[config.mk]
export PLATFORM = sky130hd
export DESIGN_NAME = key_press_classifier
export DESIGN_NICKNAME = d
export VERILOG_FILES = /design/src/hw/rtl/kpc_pkg.sv /design/src/hw/rtl/key_press_classifier.sv /design/src/hw/rtl/kpc_regs.sv /design/src/hw/rtl/kpc_core.sv
export SDC_FILE = /design/constraint.sdc
export NUM_CORES = 1
export LEC_CHECK = 0
export ABC_AREA = 1
export BUFFER_PORTS_ARGS = -buffer_cell sky130_fd_sc_hd__buf_2
export CAP_MARGIN = 20
export CORE_ASPECT_RATIO = 1.2
export CORE_MARGIN = 1.5
export CORE_UTILIZATION = 60
export CTS_CLUSTER_DIAMETER = 120
export DETAILED_ROUTE_END_ITERATION = 10
export PLACE_DENSITY = 0.89
export SLEW_MARGIN = 15
export SYNTH_ARGS = -nofsm -noshare
export SYNTH_HDL_FRONTEND = slang
export SYNTH_SLANG_ARGS = --single-unit
[constraint.sdc]
create_clock -name clk -period 6.9 [get_ports clk]
set_input_delay 0.345 -clock clk [delete_from_list [all_inputs] [get_ports clk]]
set_output_delay 0.345 -clock clk [all_outputs]
set_load 0.01 [all_outputs]
[src/hw/rtl/kpc_pkg.sv]
// Package for the key press classifier.
// Holds the configuration struct, event codes and register map.
// No dependencies.
package kpc_pkg;

	localparam int unsigned ADDR_W    = 5;
	localparam int unsigned DATA_W    = 32;
	localparam int unsigned KEY_W     = 3;
	localparam int unsigned MS_W      = 16;
	localparam int unsigned TICK_W    = 10;
	localparam int unsigned IDLE_W    = 8;

	typedef enum logic [2:0] {
		REG_DEBOUNCE  = 3'd0,
		REG_LONG      = 3'd1,
		REG_RPT_DELAY = 3'd2,
		REG_RPT_INTV  = 3'd3,
		REG_TICK      = 3'd4,
		REG_IDLE      = 3'd5
	} reg_idx_t;

	localparam logic [MS_W-1:0]   RST_DEBOUNCE  = 16'd50;
	localparam logic [MS_W-1:0]   RST_LONG      = 16'd600;
	localparam logic [MS_W-1:0]   RST_RPT_DELAY = 16'd1200;
	localparam logic [MS_W-1:0]   RST_RPT_INTV  = 16'd200;
	localparam logic [TICK_W-1:0] RST_TICK      = 10'd20;
	localparam logic [IDLE_W-1:0] RST_IDLE      = 8'd0;

	localparam logic [MS_W-1:0] HELD_MAX = 16'hFFFF;

	typedef enum logic {
		FUNC_TICK = 1'b0,
		FUNC_SCAN = 1'b1
	} func_t;

	typedef enum logic [1:0] {
		EV_SHORT  = 2'd0,
		EV_LONG   = 2'd1,
		EV_REPEAT = 2'd2
	} event_t;

	typedef struct packed {
		logic [MS_W-1:0]   min_press;
		logic [MS_W-1:0]   long_thresh;
		logic [MS_W-1:0]   rpt_delay;
		logic [MS_W-1:0]   rpt_gap;
		logic [TICK_W-1:0] tick_ms;
		logic [IDLE_W-1:0] idle_levels;
	} cfg_t;

	typedef struct packed {
		logic   hit;
		event_t ev;
	} res_t;

endpackage

[src/hw/rtl/key_press_classifier.sv]
// Key press classifier: short, long and auto-repeat detection for up to NUM_KEYS keys.
// A request passes through the input register, then the result register; out_stall can hold it.
// Throughput: one request per cycle; in_stall rises only while a result is held by out_stall.
// Per-key state is one read-modify-write of flip-flops, done as the input register advances.
// Reset: asynchronous arst_n clears all key state and loads register defaults; no clear pass.
// Depends on kpc_pkg, kpc_regs, kpc_core.
module key_press_classifier
	import kpc_pkg::*;
#(
	parameter int NUM_KEYS = 8
) (
	input  logic              clk,
	input  logic              arst_n,
	input  logic              psel,
	input  logic              penable,
	input  logic              pwrite,
	input  logic [ADDR_W-1:0] paddr,
	input  logic [DATA_W-1:0] pwdata,
	output logic [DATA_W-1:0] prdata,
	output logic              pready,
	input  logic              in_valid,
	output logic              in_stall,
	input  logic              func,
	input  logic [KEY_W-1:0]  key,
	input  logic              level,
	output logic              out_valid,
	input  logic              out_stall,
	output logic [KEY_W-1:0]  key_out,
	output logic [1:0]        event_res
);

	cfg_t             cfg;
	res_t             res;
	logic             valid_s1;
	func_t            func_s1;
	logic [KEY_W-1:0] key_s1;
	logic             level_s1;
	logic             advance;
	logic             step_en;
	logic             out_valid_q;
	logic [KEY_W-1:0] key_out_q;
	event_t           event_q;

	kpc_regs u_regs (
		.clk     (clk),
		.arst_n  (arst_n),
		.psel    (psel),
		.penable (penable),
		.pwrite  (pwrite),
		.paddr   (paddr),
		.pwdata  (pwdata),
		.prdata  (prdata),
		.pready  (pready),
		.cfg     (cfg)
	);

	kpc_core #(.NUM_KEYS(NUM_KEYS)) u_core (
		.clk     (clk),
		.arst_n  (arst_n),
		.cfg     (cfg),
		.step_en (step_en),
		.func    (func_s1),
		.key     (key_s1),
		.level   (level_s1),
		.res     (res)
	);

	assign advance  = !out_valid_q || !out_stall;
	assign step_en  = valid_s1 && advance;
	assign in_stall = valid_s1 && !advance;

	always_ff @(posedge clk or negedge arst_n) begin
		if (!arst_n)
			valid_s1 <= 1'b0;
		else if (!in_stall)
			valid_s1 <= in_valid;
	end

	always_ff @(posedge clk) begin
		if (!in_stall) begin
			func_s1  <= func_t'(func);
			key_s1   <= key;
			level_s1 <= level;
		end
	end

	always_ff @(posedge clk or negedge arst_n) begin
		if (!arst_n)
			out_valid_q <= 1'b0;
		else if (advance)
			out_valid_q <= step_en && res.hit;
	end

	always_ff @(posedge clk) begin
		if (advance) begin
			key_out_q <= key_s1;
			event_q   <= res.ev;
		end
	end

	assign out_valid = out_valid_q;
	assign key_out   = key_out_q;
	assign event_res = event_q;

endmodule

[src/hw/rtl/kpc_regs.sv]
// APB configuration registers of the key press classifier.
// Depends on kpc_pkg.
module kpc_regs
	import kpc_pkg::*;
(
	input  logic              clk,
	input  logic              arst_n,
	input  logic              psel,
	input  logic              penable,
	input  logic              pwrite,
	input  logic [ADDR_W-1:0] paddr,
	input  logic [DATA_W-1:0] pwdata,
	output logic [DATA_W-1:0] prdata,
	output logic              pready,
	output cfg_t              cfg
);

	cfg_t     cfg_q;
	reg_idx_t idx;
	logic     wr_en;

	assign pready = 1'b1;
	assign idx    = reg_idx_t'(paddr[ADDR_W-1:2]);
	assign wr_en  = psel & penable & pwrite;
	assign cfg    = cfg_q;

	always_ff @(posedge clk or negedge arst_n) begin
		if (!arst_n) begin
			cfg_q.min_press   <= RST_DEBOUNCE;
			cfg_q.long_thresh <= RST_LONG;
			cfg_q.rpt_delay   <= RST_RPT_DELAY;
			cfg_q.rpt_gap     <= RST_RPT_INTV;
			cfg_q.tick_ms     <= RST_TICK;
			cfg_q.idle_levels <= RST_IDLE;
		end else if (wr_en) begin
			unique case (idx)
				REG_DEBOUNCE:  cfg_q.min_press   <= pwdata[MS_W-1:0];
				REG_LONG:      cfg_q.long_thresh <= pwdata[MS_W-1:0];
				REG_RPT_DELAY: cfg_q.rpt_delay   <= pwdata[MS_W-1:0];
				REG_RPT_INTV:  cfg_q.rpt_gap     <= pwdata[MS_W-1:0];
				REG_TICK:      cfg_q.tick_ms     <= pwdata[TICK_W-1:0];
				REG_IDLE:      cfg_q.idle_levels <= pwdata[IDLE_W-1:0];
				default: ;
			endcase
		end
	end

	always_comb begin
		prdata = '0;
		unique case (idx)
			REG_DEBOUNCE:  prdata = DATA_W'(cfg_q.min_press);
			REG_LONG:      prdata = DATA_W'(cfg_q.long_thresh);
			REG_RPT_DELAY: prdata = DATA_W'(cfg_q.rpt_delay);
			REG_RPT_INTV:  prdata = DATA_W'(cfg_q.rpt_gap);
			REG_TICK:      prdata = DATA_W'(cfg_q.tick_ms);
			REG_IDLE:      prdata = DATA_W'(cfg_q.idle_levels);
			default:       prdata = '0;
		endcase
	end

endmodule

[src/hw/rtl/kpc_core.sv]
// Per-key press state and classification logic.
// Read-modify-write of one key's state per step. Depends on kpc_pkg.
module kpc_core
	import kpc_pkg::*;
#(
	parameter int NUM_KEYS = 8
) (
	input  logic             clk,
	input  logic             arst_n,
	input  cfg_t             cfg,
	input  logic             step_en,
	input  func_t            func,
	input  logic [KEY_W-1:0] key,
	input  logic             level,
	output res_t             res
);

	localparam int KIW = (NUM_KEYS > 1) ? $clog2(NUM_KEYS) : 1;

	logic [NUM_KEYS-1:0] armed_q;
	logic [NUM_KEYS-1:0] fired_q;
	logic [MS_W-1:0]     held_q [NUM_KEYS];
	logic [MS_W-1:0]     mark_q [NUM_KEYS];

	logic [KIW-1:0] ki;
	logic           in_range;
	logic           armed;
	logic           fired;
	logic [MS_W-1:0] held;
	logic [MS_W-1:0] mark;
	logic [MS_W:0]   sum;
	logic [MS_W:0]   diff;
	logic           idle;
	logic           repeat_ok;
	logic           is_scan;
	logic           pressed;

	assign ki       = key[KIW-1:0];
	assign in_range = ({1'b0, key} < (KEY_W+1)'(NUM_KEYS));
	assign armed    = armed_q[ki];
	assign fired    = fired_q[ki];
	assign held     = held_q[ki];
	assign mark     = mark_q[ki];
	assign idle     = cfg.idle_levels[key];
	assign is_scan  = (func == FUNC_SCAN);
	assign pressed  = (level != idle);
	assign sum      = {1'b0, held} + (MS_W+1)'(cfg.tick_ms);
	assign diff     = {1'b0, held} - {1'b0, mark};
	// diff[MS_W] set means held < mark
	assign repeat_ok = (held >= cfg.rpt_delay) && !diff[MS_W] &&
		(diff[MS_W-1:0] >= cfg.rpt_gap);

	always_comb begin
		res.hit = 1'b0;
		res.ev  = EV_SHORT;
		if (in_range && is_scan && armed) begin
			if (pressed) begin
				if (repeat_ok) begin
					res.hit = 1'b1;
					res.ev  = EV_REPEAT;
				end
			end else if (!fired) begin
				if (held >= cfg.min_press && held <= cfg.long_thresh) begin
					res.hit = 1'b1;
					res.ev  = EV_SHORT;
				end else if (held >= cfg.long_thresh) begin
					res.hit = 1'b1;
					res.ev  = EV_LONG;
				end
			end
		end
	end

	always_ff @(posedge clk or negedge arst_n) begin
		if (!arst_n) begin
			armed_q <= '0;
			fired_q <= '0;
			for (int i = 0; i < NUM_KEYS; i++) begin
				held_q[i] <= '0;
				mark_q[i] <= '0;
			end
		end else if (step_en && in_range) begin
			if (!is_scan) begin
				if (armed)
					held_q[ki] <= sum[MS_W] ? HELD_MAX : sum[MS_W-1:0];
			end else if (pressed) begin
				if (!armed) begin
					armed_q[ki] <= 1'b1;
				end else if (repeat_ok) begin
					mark_q[ki]  <= held;
					fired_q[ki] <= 1'b1;
				end
			end else if (armed) begin
				armed_q[ki] <= 1'b0;
				fired_q[ki] <= 1'b0;
				held_q[ki]  <= '0;
				mark_q[ki]  <= '0;
			end
		end
	end

endmodule

==> flow_metrics.tcl <==
set metrics [dict create \
    slew_headroom_pct 29.34 \
    hold_viol_final 0 \
    syn_inst 2560 \
    arrival_ns 6.92 \
    initial_core_util_pct 61.22 \
    crit_required_ns 7.35 \
    die-area_sq_um 35130 \
    rows 73 \
    crit_path_top_delay_cell "nand3_2" \
    synth.distinct_cells 51 \
    period_share_pct 93.83 \
    post-dp-hpwl_um 39020 \
    dp_cells 2970 \
    via_count 19000 \
    p_leak_nw 11.52 \
    cp_cell_sequence "inv_2 -> nand3_1 -> inv_2 -> a22oi_1 -> nand4_1 -> inv_1 -> ha_1 -> o21ai_0 -> a21boi_0 -> o21ai_0 -> a21oi_1 -> xnor2_1 -> ha_1 -> nand2_1 -> inv_1 -> nand3_1 -> nor3_1 -> nand3_1 -> nand3_1 -> nand3_1 -> nand2_4 -> nand3_2 -> nand2_1 -> nand2_1" \
    overflow 0 \
    maxCapViolCount 0 \
    cellPowerDensity_nw_per_um2 264.9 \
    initialDrtViolationCount 2451 \
    drc 0 \
    holdCritPathClass "primary input to flip-flop" \
    fp.dieH_um 205.0 \
    setup_viol_count_final 0 \
    diodes 0 \
    ys.flop_type "dfrtp_1" \
    fin_skew_ns 0.02158 \
    stdcell_count 3051 \
    finalInstanceArea_sq_um 22290 \
    ant_nets 0 \
    die_x_um 171.4 \
    drtPass1Iterations 6 \
    layout.core_utilization_pct 66.87 \
    crit_path_frequent_cell "nand3_1" \
    clk_latency_ns 0.56 \
    outcome "finished clean" \
    grt_max_degree 161 \
    numCtsBuffers 39 \
    layout_common_cells "nand2_1 (931), dfrtp_1 (340), inv_1 (196), nand4_1 (168), o21ai_0 (139)" \
    drv_slew 0 \
    ios 89 \
    grt_pass1_wl_um 96140 \
    cp-end-kind "flip-flop" \
    yosysWarnings 0 \
    crit_fanout 29 \
    timing.final.ws_setup_ns 0.4255 \
    cts_tree "built" \
    numClockSinks 366 \
    post-place-ws_ns 0.7119 \
    crit_path_max_incr_delay_ns 0.58 \
    antenna_found_initial 0 \
    layout-drive-gt1-share_pct 9.304 \
    grt_pass1_vias 18620 \
    clk_pin_slew_worst_paths_ns 0.06 \
    vdd_drop_max_mv 0.2266 \
    cts_root_buf "clkbuf_16" \
    placed_area_sq_um 20850 \
    io_buffers 53 \
    nFillCells 2556 \
    finalPower_mw 5.905 \
    wl_per_cell_um 19.66 \
    gp_congestion 0.9723 \
    period_needed_ns 6.474 \
    drt-total-wl_um 59990 \
    cts_setup_buffers 0 \
    ctsHtreeMaxLevel 2 \
    cts_resized 0 \
    area_growth_pct 9.233 \
    tightest_slew_ns 1.057 \
    synth-seq-cells 366 \
    syn_avg_cell_area_sq_um 7.972 \
    core_area_sq_um 33340 \
    synth_edf_count 10 \
    vias_per_cell 6.227 \
    critPathLaunchType "flip-flop" \
    synthesis.area_sq_um 20410 \
    setup-tns-final_ns 0 \
    rsz0062_at_grt "no" \
    hold_slack_ns 0.04412 \
    grt_usage_pct 35.08 \
    yosysSeqAreaShare_pct 45.22 \
    ctsHoldBuffers 7 \
    fmax_mhz 154.5 \
    synth-async-reset-ratio_pct 97.27 \
    fin_nets 2712 \
    cts_buffer_depth 3 \
    critical_path_class "flip-flop to flip-flop" \
    final_common_cell "nand2_1" \
]
cells in the mapped netlist, drive strengths merged (4+ instances only):
master / n / area (sq um)
a21oi: 67 / 346.6
a221oi: 21 / 183.9
a22o: 19 / 166.4
a22oi: 36 / 270.3
buf: 110 / 684.4
clkbuf: 44 / 165.2
dfrtp: 340 / 8508
dfstp: 16 / 420.4
edfxtp: 10 / 300.3
ha: 90 / 1126
inv: 205 / 772.0
nand2: 953 / 3717
nand3: 108 / 653.1
nand4: 168 / 1051
nor2: 80 / 325.3
nor3: 14 / 80.08
nor3b: 4 / 30.03
o211ai: 5 / 37.54
o21a: 4 / 30.03
o21ai: 202 / 1022
o21bai: 6 / 45.04
o221ai: 12 / 105.1
o22ai: 8 / 50.05
xnor2: 8 / 70.07
xor2: 11 / 96.34
kinds of logic (layout without fill, tap and decap cells):
group,after synthesis,in the layout,share of synthesized area (%)
and+or+nand+nor,1333,1333,28.89
xor gates and xnor gates,19,19,0.8154
adders and majority gates,92,92,5.714
DFF,366,366,45.22
AOI/OAI and AO/OA,389,389,11.37
buffers and inverters,359,385,7.946
other,2,17,0.03680
state kept, by name, summed over array words and instances (netlist names), named ones only:
register	cells
u_regs.cfg	82
u_core.mark_q	128
u_core.held_q	128
level_s1	1
event_res	2
out_valid	1
valid_s1	1
func_s1	1
key_s1	3
key_out	3
cell type report:
cell class	count	area (sq um)	area share (%)
clock inverter	12	131.4	0.5893
timing repair buffer	109	798.3	3.581
tap	450	563.0	2.526
clock buffer	59	1172	5.259
sequential	366	9229	41.40
inverter	205	772.0	3.463
multi-input combinational	1850	9627	43.18
critical path, delay by kind of cell (launching register included):
| family | cells | cell delay [ns] |
|---|---|---|
| and+or+nand+nor | 12 | 2.58 |
| xor gates and xnor gates | 1 | 0.17 |
| adders and majority gates | 2 | 0.58 |
| AOI/OAI and AO/OA | 5 | 1.37 |
| buffers and inverters | 4 | 1.08 |
| DFF | 1 | 0.56 |
where the power goes:
part	switching (mW)	total (mW)	internal (mW)
Clock	0.893	2.15	1.25
Sequential	0.120	2.46	2.34
Combinational	0.884	1.30	0.416
Total	1.90	5.90	4.01
worst paths after layout:
check	slack (ns)	cells past startpoint	start	to
worst max register to register	0.43	24	key_s1[1]$_DFFE_PN_	u_core.mark_q[85]$_DFFE_PN0P_
min in group asynchronous	0.46	2	arst_n	u_core.held_q[46]$_DFFE_PN0P_
worst min-delay path	0.04	3	pwdata[1]	u_regs.cfg[1]$_DFFE_PN0P_
worst min register to register	0.47	2	u_core.mark_q[126]$_DFFE_PN0P_	u_core.mark_q[126]$_DFFE_PN0P_
max in group asynchronous	4.98	3	arst_n	u_core.mark_q[24]$_DFFE_PN0P_
worst max-delay path	0.43	24	key_s1[1]$_DFFE_PN_	u_core.mark_q[85]$_DFFE_PN0P_
metal layers:
layer	vias up	wire length [um]	global-route usage, %
li1	8511	-	-
met1	8974	21210	43.20
met2	1206	27480	55.04
met3	307	6685	6.839
met4	0	4614	25.63
met5	-	0	0
No activity file was read; power rests on OpenSTA's default activity.
